<file path="src/hdl/jsu_pkg.sv">
// ----------------------------------------------------------------------------
// jsu_pkg: shared types for the JSON string unescaper
// Byte constants and the result group that passes from the decoder to the
// output queue.
// ----------------------------------------------------------------------------
`default_nettype none

package jsu_pkg;

  // A string step causes at most six output bytes.
  localparam int GROUP_BYTES = 6;
  localparam int COUNT_W     = $clog2(GROUP_BYTES + 1);

  localparam logic [7:0] CH_BACKSLASH = 8'h5C;
  localparam logic [7:0] CH_QUOTE     = 8'h22;

  // Bytes in output order: bytes[0] goes out first.
  typedef struct packed {
    logic [GROUP_BYTES-1:0][7:0] bytes;
    logic [COUNT_W-1:0]          count;
    logic                        last;
  } group_t;

endpackage

`default_nettype wire

</file>
<file path="src/hdl/jsu_in_if.sv">
// ----------------------------------------------------------------------------
// jsu_in_if: input channel of the unescaper
// Carries one string content byte per word and the end-of-string mark.
// ----------------------------------------------------------------------------
`default_nettype none

interface jsu_in_if;
  logic       valid;
  logic       ready;
  logic [7:0] data_byte;
  logic       last_byte;

  modport source (output valid, output data_byte, output last_byte, input ready);
  modport sink   (input valid, input data_byte, input last_byte, output ready);
endinterface

`default_nettype wire

</file>
<file path="src/hdl/jsu_out_if.sv">
// ----------------------------------------------------------------------------
// jsu_out_if: output channel of the unescaper
// Carries one decoded UTF-8 byte per word and the end-of-string mark.
// ----------------------------------------------------------------------------
`default_nettype none

interface jsu_out_if;
  logic       valid;
  logic       ready;
  logic [7:0] out_byte;
  logic       out_last;

  modport source (output valid, output out_byte, output out_last, input ready);
  modport sink   (input valid, input out_byte, input out_last, output ready);
endinterface

`default_nettype wire

</file>
<file path="src/hdl/jsu_decode.sv">
// ----------------------------------------------------------------------------
// jsu_decode: escape decoder and surrogate pairing
// Holds the escape state and turns one registered input byte into a group
// of up to six UTF-8 bytes; the state advances on fire, when the group can be stored.
// ----------------------------------------------------------------------------
`default_nettype none

module jsu_decode (
  input  wire logic           clk,
  input  wire logic           rst,
  input  wire logic           fire,
  input  wire logic [7:0]     data_byte,
  input  wire logic           last_byte,
  output jsu_pkg::group_t     grp
);
  import jsu_pkg::*;

  typedef enum logic [2:0] {
    M_PLAIN, M_ESC, M_HEX, M_HELD, M_HELD_ESC, M_HELD_HEX
  } mode_t;

  typedef enum logic [1:0] {EM_NONE, EM_RAW, EM_CP} emit_t;

  typedef struct packed {
    logic [3:0][7:0] b;
    logic [2:0]      len;
  } enc_t;

  localparam logic [20:0] CP_REPL = 21'h00FFFD;

  function automatic enc_t utf8_enc(input logic [20:0] cp);
    enc_t e;
    e = '0;
    if (cp < 21'h80) begin
      e.b[0] = cp[7:0];
      e.len  = 3'd1;
    end else if (cp < 21'h800) begin
      e.b[0] = {3'b110, cp[10:6]};
      e.b[1] = {2'b10, cp[5:0]};
      e.len  = 3'd2;
    end else if (cp < 21'h10000) begin
      e.b[0] = {4'b1110, cp[15:12]};
      e.b[1] = {2'b10, cp[11:6]};
      e.b[2] = {2'b10, cp[5:0]};
      e.len  = 3'd3;
    end else begin
      e.b[0] = {5'b11110, cp[20:18]};
      e.b[1] = {2'b10, cp[17:12]};
      e.b[2] = {2'b10, cp[11:6]};
      e.b[3] = {2'b10, cp[5:0]};
      e.len  = 3'd4;
    end
    return e;
  endfunction

  mode_t       mode, mode_next;
  logic [2:0]  digit_count, digit_count_next;
  logic [15:0] code_accum, code_accum_next;
  logic [9:0]  held_high, held_high_next;

  logic        rel;
  emit_t       kind;
  logic [7:0]  raw;
  logic [20:0] cp;

  // Plain-mode and escape-mode handling of the current byte.
  emit_t       p_kind, e_kind;
  logic [7:0]  p_raw, e_raw;
  mode_t       p_mode;
  logic        e_hex;

  logic        hx;
  logic [3:0]  hd;
  logic [15:0] acc_sh;
  logic [2:0]  cnt_inc;
  logic        acc_high, acc_low;

  enc_t        rel_enc, sec_enc;

  always_comb begin
    hx = 1'b1;
    hd = 4'd0;
    if (data_byte inside {[8'h30:8'h39]}) begin
      hd = data_byte[3:0];
    end else if (data_byte inside {[8'h61:8'h66], [8'h41:8'h46]}) begin
      hd = data_byte[3:0] + 4'd9;
    end else begin
      hx = 1'b0;
    end
  end

  assign acc_sh   = {code_accum[11:0], hd};
  assign cnt_inc  = digit_count + 3'd1;
  assign acc_high = (acc_sh >= 16'hD800) && (acc_sh <= 16'hDBFF);
  assign acc_low  = (acc_sh >= 16'hDC00) && (acc_sh <= 16'hDFFF);

  always_comb begin
    if (data_byte == CH_BACKSLASH) begin
      p_kind = last_byte ? EM_RAW : EM_NONE;
      p_raw  = CH_QUOTE;
      p_mode = last_byte ? M_PLAIN : M_ESC;
    end else begin
      p_kind = EM_RAW;
      p_raw  = data_byte;
      p_mode = M_PLAIN;
    end
  end

  always_comb begin
    e_kind = EM_RAW;
    e_raw  = data_byte;
    e_hex  = 1'b0;
    case (data_byte)
      8'h62: e_raw = 8'h08;
      8'h66: e_raw = 8'h0C;
      8'h6E: e_raw = 8'h0A;
      8'h72: e_raw = 8'h0D;
      8'h74: e_raw = 8'h09;
      8'h75: begin
        e_kind = last_byte ? EM_CP : EM_NONE;
        e_hex  = !last_byte;
      end
      default: e_raw = data_byte;
    endcase
  end

  always_comb begin
    mode_next        = mode;
    digit_count_next = digit_count;
    code_accum_next  = code_accum;
    held_high_next   = held_high;
    rel              = 1'b0;
    kind             = EM_NONE;
    raw              = data_byte;
    cp               = CP_REPL;

    case (mode)
      M_ESC: begin
        kind      = e_kind;
        raw       = e_raw;
        mode_next = e_hex ? M_HEX : M_PLAIN;
        if (e_hex) begin
          digit_count_next = '0;
          code_accum_next  = '0;
        end
      end
      M_HEX: begin
        mode_next = M_PLAIN;
        if (!hx) begin
          kind = EM_CP;
        end else begin
          code_accum_next  = acc_sh;
          digit_count_next = cnt_inc;
          if (cnt_inc >= 3'd4) begin
            if (acc_high && !last_byte) begin
              held_high_next = acc_sh[9:0];
              mode_next      = M_HELD;
            end else begin
              kind = EM_CP;
              cp   = {5'd0, acc_sh};
            end
          end else if (last_byte) begin
            kind = EM_CP;
          end else begin
            mode_next = M_HEX;
          end
        end
      end
      M_HELD: begin
        if (data_byte == CH_BACKSLASH && !last_byte) begin
          mode_next = M_HELD_ESC;
        end else begin
          rel            = 1'b1;
          held_high_next = '0;
          kind           = p_kind;
          raw            = p_raw;
          mode_next      = p_mode;
        end
      end
      M_HELD_ESC: begin
        if (data_byte == 8'h75 && !last_byte) begin
          mode_next        = M_HELD_HEX;
          digit_count_next = '0;
          code_accum_next  = '0;
        end else begin
          rel            = 1'b1;
          held_high_next = '0;
          kind           = e_kind;
          raw            = e_raw;
          mode_next      = e_hex ? M_HEX : M_PLAIN;
          if (e_hex) begin
            digit_count_next = '0;
            code_accum_next  = '0;
          end
        end
      end
      M_HELD_HEX: begin
        mode_next = M_PLAIN;
        if (!hx) begin
          rel            = 1'b1;
          held_high_next = '0;
          kind           = EM_CP;
        end else begin
          code_accum_next  = acc_sh;
          digit_count_next = cnt_inc;
          if (cnt_inc >= 3'd4) begin
            if (acc_low) begin
              // Surrogate pair: one supplementary code point.
              kind           = EM_CP;
              cp             = 21'h10000 + {1'b0, held_high, acc_sh[9:0]};
              held_high_next = '0;
            end else begin
              rel            = 1'b1;
              held_high_next = '0;
              if (acc_high && !last_byte) begin
                held_high_next = acc_sh[9:0];
                mode_next      = M_HELD;
              end else begin
                kind = EM_CP;
                cp   = {5'd0, acc_sh};
              end
            end
          end else if (last_byte) begin
            rel            = 1'b1;
            held_high_next = '0;
            kind           = EM_CP;
          end else begin
            mode_next = M_HELD_HEX;
          end
        end
      end
      default: begin
        kind      = p_kind;
        raw       = p_raw;
        mode_next = p_mode;
      end
    endcase

    // The end of a string returns every register to its reset value.
    if (last_byte) begin
      mode_next        = M_PLAIN;
      digit_count_next = '0;
      code_accum_next  = '0;
      held_high_next   = '0;
    end
  end

  always_comb begin
    rel_enc = utf8_enc({5'd0, 6'b110110, held_high});
    sec_enc = '0;
    case (kind)
      EM_RAW: begin
        sec_enc.b[0] = raw;
        sec_enc.len  = 3'd1;
      end
      EM_CP:   sec_enc = utf8_enc(cp);
      default: sec_enc = '0;
    endcase

    grp.last = last_byte;
    if (rel) begin
      grp.bytes = {sec_enc.b[2:0], rel_enc.b[2:0]};
      grp.count = COUNT_W'(3'd3 + sec_enc.len);
    end else begin
      grp.bytes = {16'h0000, sec_enc.b};
      grp.count = COUNT_W'(sec_enc.len);
    end
  end

  always_ff @(posedge clk) begin
    if (rst) begin
      mode        <= M_PLAIN;
      digit_count <= '0;
      code_accum  <= '0;
      held_high   <= '0;
    end else if (fire) begin
      mode        <= mode_next;
      digit_count <= digit_count_next;
      code_accum  <= code_accum_next;
      held_high   <= held_high_next;
    end
  end

endmodule

`default_nettype wire

</file>
<file path="src/hdl/jsu_out_queue.sv">
// ----------------------------------------------------------------------------
// jsu_out_queue: result register and byte drain
// Holds one decoded group and shifts it out one byte per output word.
// ----------------------------------------------------------------------------
`default_nettype none

module jsu_out_queue (
  input  wire logic       clk,
  input  wire logic       rst,
  input  wire logic       load,
  input  jsu_pkg::group_t grp,
  output logic            free,
  jsu_out_if.source       tx
);
  import jsu_pkg::*;

  logic [GROUP_BYTES-1:0][7:0] bytes;
  logic [COUNT_W-1:0]          count;
  logic                        last;
  logic                        take;

  assign tx.valid    = (count != '0);
  assign tx.out_byte = bytes[0];
  assign tx.out_last = last && (count == COUNT_W'(1));

  assign take = tx.valid && tx.ready;
  assign free = (count == '0) || (take && count == COUNT_W'(1));

  always_ff @(posedge clk) begin
    if (rst) begin
      count <= '0;
    end else if (load) begin
      count <= grp.count;
    end else if (take) begin
      count <= count - COUNT_W'(1);
    end
  end

  always_ff @(posedge clk) begin
    if (load) begin
      bytes <= grp.bytes;
      last  <= grp.last;
    end else if (take) begin
      bytes <= {8'h00, bytes[GROUP_BYTES-1:1]};
    end
  end

endmodule

`default_nettype wire

</file>
<file path="src/hdl/json_string_unescape_utf8.sv">
// An accepted input word waits in the input register; its group is loaded into
// the result register once the output queue is free, and the first output byte
// of the item is presented from that result register.
// Throughput: one input word per cycle while each item yields at most one byte
// and tx is ready; an n-byte item holds the single output port until drained.
// Reset (rst, synchronous) empties both registers and returns to plain text.
// ----------------------------------------------------------------------------
// json_string_unescape_utf8: streaming JSON string unescaper
// Decodes backslash escapes and \uXXXX escapes, pairs UTF-16 surrogates and
// emits the result as UTF-8, one byte per output word.
// ----------------------------------------------------------------------------
`default_nettype none

module json_string_unescape_utf8 (
  input  wire logic clk,
  input  wire logic rst,
  jsu_in_if.sink    rx,
  jsu_out_if.source tx
);
  import jsu_pkg::*;

  // Input register. It accepts a new word whenever it is empty or its word
  // moves into the decoder in the same cycle, so one more word can wait here
  // while the output queue is still draining the previous group.
  logic       in_valid;
  logic [7:0] in_byte;
  logic       in_last;

  // The decoder state advances only when the group it produces can be
  // stored: the queue is empty, or its final byte leaves this cycle.
  logic   fire;
  logic   free;
  logic   load;
  group_t grp;

  assign fire     = in_valid && free;
  assign load     = fire && (grp.count != '0);
  assign rx.ready = !in_valid || fire;

  always_ff @(posedge clk) begin
    if (rst) begin
      in_valid <= 1'b0;
    end else if (rx.valid && rx.ready) begin
      in_valid <= 1'b1;
    end else if (fire) begin
      in_valid <= 1'b0;
    end
  end

  always_ff @(posedge clk) begin
    if (rx.valid && rx.ready) begin
      in_byte <= rx.data_byte;
      in_last <= rx.last_byte;
    end
  end

  // Escape and surrogate decoding between the input register and the
  // result group.
  jsu_decode u_decode (
    .clk       (clk),
    .rst       (rst),
    .fire      (fire),
    .data_byte (in_byte),
    .last_byte (in_last),
    .grp       (grp)
  );

  // The result group is shifted out one byte per output word.
  jsu_out_queue u_out_queue (
    .clk  (clk),
    .rst  (rst),
    .load (load),
    .grp  (grp),
    .free (free),
    .tx   (tx)
  );

endmodule

`default_nettype wire
</file>
<file path="src/flat_wrapper.sv">
// flat-port wrapper written by rule: the top's interface ports become plain ports
module json_string_unescape_utf8_flat import jsu_pkg::*;
  (clk, rst, rx_valid, rx_data_byte, rx_last_byte, rx_ready, tx_valid, tx_out_byte, tx_out_last, tx_ready);
  jsu_in_if rx_i ();
  jsu_out_if tx_i ();
  input  wire logic clk;
  input  wire logic rst;
  input wire logic [$bits(rx_i.valid)-1:0] rx_valid;
  input wire logic [$bits(rx_i.data_byte)-1:0] rx_data_byte;
  input wire logic [$bits(rx_i.last_byte)-1:0] rx_last_byte;
  output wire logic [$bits(rx_i.ready)-1:0] rx_ready;
  output wire logic [$bits(tx_i.valid)-1:0] tx_valid;
  output wire logic [$bits(tx_i.out_byte)-1:0] tx_out_byte;
  output wire logic [$bits(tx_i.out_last)-1:0] tx_out_last;
  input wire logic [$bits(tx_i.ready)-1:0] tx_ready;
  assign rx_i.valid = rx_valid;
  assign rx_i.data_byte = rx_data_byte;
  assign rx_i.last_byte = rx_last_byte;
  assign rx_ready = rx_i.ready;
  assign tx_valid = tx_i.valid;
  assign tx_out_byte = tx_i.out_byte;
  assign tx_out_last = tx_i.out_last;
  assign tx_i.ready = tx_ready;
  json_string_unescape_utf8 u_core (.clk(clk), .rst(rst), .rx(rx_i), .tx(tx_i));
endmodule
</file>
<file path="config.mk">
export PLATFORM = sky130hd
export DESIGN_NAME = json_string_unescape_utf8_flat
export DESIGN_NICKNAME = d
export VERILOG_FILES = /design/src/hdl/jsu_pkg.sv /design/src/hdl/jsu_in_if.sv /design/src/hdl/jsu_out_if.sv /design/src/hdl/jsu_decode.sv /design/src/hdl/jsu_out_queue.sv /design/src/hdl/json_string_unescape_utf8.sv /design/src/flat_wrapper.sv
export SDC_FILE = /design/constraint.sdc
export NUM_CORES = 1
export LEC_CHECK = 0
export BUFFER_PORTS_ARGS = -buffer_cell sky130_fd_sc_hd__buf_2
export CORE_ASPECT_RATIO = 1.1
export CORE_MARGIN = 4
export CORE_UTILIZATION = 30
export CTS_CLUSTER_SIZE = 25
export DETAILED_ROUTE_END_ITERATION = 10
export PLACE_DENSITY = 0.47
export REMOVE_ABC_BUFFERS = 1
export SYNTH_ARGS = -nofsm -noshare
export SYNTH_HDL_FRONTEND = slang
export SYNTH_SLANG_ARGS = --single-unit
export TNS_END_PERCENT = 5
</file>
<file path="constraint.sdc">
create_clock -name clk -period 5.48 [get_ports clk]
set_input_delay 1.096 -clock clk [delete_from_list [all_inputs] [get_ports clk]]
set_output_delay 1.096 -clock clk [all_outputs]
set_load 0.1 [all_outputs]
</file>
==> results.txt <==
DIE WIDTH: 141 microns
Dpl cell area: 0.00631 sq mm
Vias in the first global route: 5199
Area Overhead vs Synth: 12.6%
Final wirelength: 19900 microns
Cells on Worst Hold Path: 1
Core Rows: 53
Dpl hpwl: 14700 microns
Layout cell share with drive strength beyond 1: 14.6%
First-pass DRT Iterations: 6
GRT met2 Usage: 27.2%
Min Tclk post-route: 5.17 ns
CTS tree: yes
Syn avg cell area: 8.75 sq um
Ranking of synthesized cells by area: edfxtp_1 (29%), dfxtp_1 (11%), nor2_1 (4.5%)
Stages on worst setup path: 20
Most Crowded Layer GR: met2
Synth top cells by count: nor2_1 (71), edfxtp_1 (56), nand2_1 (52), a21oi_1 (49), clkbuf_1 (38)
Buf/Inv on CP: 4
Leak Pwr: 2.30 nW
Int Pwr: 1.56 mW
Pre-CTS setup slack: 0.370 ns
Critical Path RT: 5.52 ns
Unique masters post-synth: 79
Drt wl/cell: 21.3 microns
Total CTS buffers: 9
CP max-delay cell: edfxtp_1
Max cap viols: 0
Total GRT Usage: 18.1%
Slew of the pin with the lowest slew margin: 1.42 ns
Diode count: 0
Crit Path Class: reg2reg
Clock Latency Late Sink: 0.36 ns
Resized Gates After CTS: 0
Sequential Power Share: 40.0%
GR Util met1: 25.2%
Mapped Area: 0.00587 sq mm
Hold Violations, Final: 0
Via count: 5484
Data arrival, critical path: 5.20 ns
Met3 Use GR: 3.59%
Top FF cell, synth: edfxtp_1
Status: finished, final reports clean
Peak supply drop: 0.000218 V
Setup ws final: 0.313 ns
Sw frac: 40.6%
Final Cell Area: 0.00662 sq mm
Max_slew headroom: 4.63%
Crit start category: flip-flop
I/O pin cnt: 24
Vias per inst: 5.87
CP cell instances: ha_1, nand3b_1, or2_2, a211oi_1, a21oi_1, or3_1, a21o_1, inv_1, ha_1, buf_4, nand2b_1, nor2_1, o21ai_0, ha_1, a211oi_1, o41ai_1, a21o_2, buf_4, nand2b_2, buf_12
Fin crit share: 94.3%
Mapped Cells: 671
Net Sw Power: 1.07 mW
Die Y: 155 microns
Clock sink total: 88
Final-stage net count: 708
Die footprint: 0.0219 sq mm
Largest net degree at the start of global routing: 48
CTS root buffer: clkbuf_16
# DRC: 0
CP top delay family: compound AO/OA/AOI/OAI gates
Bufs on Longest Clock Path: 2
Port bufs: 23
Inst Count DP: 918
Worst Hold Class: reg2reg
Final Slew Violations: 0
Cts hold-fix bufs: 0
Non-Filler Instances: 934
Endpoints failing setup: 0
Most frequent CP cell: ha_1
Initial antenna violation count: 0
Clock slew at reported path FFs: 0.08 ns
Clk_skew: 0.0146 ns
Combinational power share: 36.2%
Worst Setup End Kind: flip-flop
Worst Path Max Fanout: 46
Count of warnings emitted by yosys: 0
Final ANT Viol Nets: 0
Final core utilization: 34.5%
Gpl congestion: 0.983
Fill count: 1980
Yosys reg bits: 88
Seq/Total Area, Yosys: 39.5%
Worst r2r path cells: 20
Clock Power Share: 23.8%
Initial Utilization: 30.6%
Core ar.: 0.0192 sq mm
Post-synth top area share: 28.6%
H-tree Lvls: 3
Setup Buffers After CTS: 0
RSZ-0062 raised after global routing: no
Cell Pwr Density: 397 mW/mm^2
Fmax achieved: 194 MHz
Grt total ovfl: 0
Cell taking the most area after synthesis: edfxtp_1
First-pass GRT wire length: 30800 microns
CP peak stage delay: 0.46 ns
Most frequent cell after synthesis: nor2_1
EDFF count, synth: 56
Post-synth ARST share: 0%
DRT iter0 DRCs: 486
final timing paths:
kind | startpoint | end | slack (ns)
worst max-delay path | u_core.in_byte[0]$_DFFE_PP_ | u_core.u_out_queue.bytes[42]$_SDFFCE_PN0P_ | 0.31
worst min register to register | u_core.u_out_queue.bytes[30]$_SDFFCE_PN0P_ | u_core.u_out_queue.bytes[22]$_SDFFCE_PP0P_ | 0.52
worst max register to register | u_core.in_byte[0]$_DFFE_PP_ | u_core.u_out_queue.bytes[42]$_SDFFCE_PN0P_ | 0.31
worst min-delay path | u_core.u_out_queue.bytes[30]$_SDFFCE_PN0P_ | u_core.u_out_queue.bytes[22]$_SDFFCE_PP0P_ | 0.52
logic make-up after synthesis:
family,Yosys count,share of synthesized area [%]
compound gates,233,27.7
xor+xnor,10,1.49
fa+ha+maj,14,2.94
buf+inv,68,5.13
flops,88,39.5
mux,6,1.09
simple gates,252,22.1
area by class of cell:
class                      instances  area [sq um]  area share, %
clock inverter                     7          73.8           1.12
tap                              247           309           4.67
clock buffer                       9           225           3.40
multi-input combinational        515          3270           49.4
timing repair buffer              52           358           5.41
inverter                          16          60.1          0.908
sequential                        88          2320           35.1
stage by stage:
step | hold slack [ns] | TNS, ns | power (mW)
after floorplan | 0.457 | -46.74 | 1.77
after global placement | 0.493 | 0 | 2.02
after detailed placement | 0.512 | 0 | 2.02
after CTS | 0.525 | 0 | 2.65
after global routing | 0.526 | 0 | 2.77
final | 0.515 | 0 | 2.63
power by group through the flow:
stage	sequential, mW	combinational [mW]	clock, mW
2_1_floorplan	1.29	0.477	0
3_3_place_gp	1.07	0.952	0
3_5_place_dp	1.06	0.955	0
4_1_cts	1.05	0.959	0.641
5_1_grt	1.07	1.03	0.672
6_report	1.05	0.950	0.625
placed cells by master, fill, tap and decap left out, drive strengths merged, types with 10 or more instances in the layout:
cell type	instances
nor2	71
edfxtp	56
nand2	52
buf	52
a21oi	50
o21ai	41
dfxtp	32
nand3	21
nor3	21
a22oi	19
inv	19
a31oi	18
ha	13
nand2b	13
nor4	13
or3	10
a21o	10
routing by layer:
layer	share of wire (%)	wire, microns
met5	0	0
met4	3.8	747
met3	6.3	1250
met2	45	8870
met1	45	9030
state kept, by name (all words and copies together), names as in the netlist:
| register | count |
|---|---|
| u_core.u_out_queue.bytes | 38 |
| u_core.u_decode.code_accum | 12 |
| u_core.u_decode.held_high | 10 |
| u_core.in_byte | 8 |
| u_core.u_out_queue.tx.out_byte | 8 |
| u_core.u_decode.digit_count | 3 |
| u_core.u_decode.mode | 3 |
| u_core.u_out_queue.count | 3 |
| u_core.in_last | 1 |
| u_core.in_valid | 1 |
| u_core.u_out_queue.last | 1 |
(Power assumes the default switching activity.)
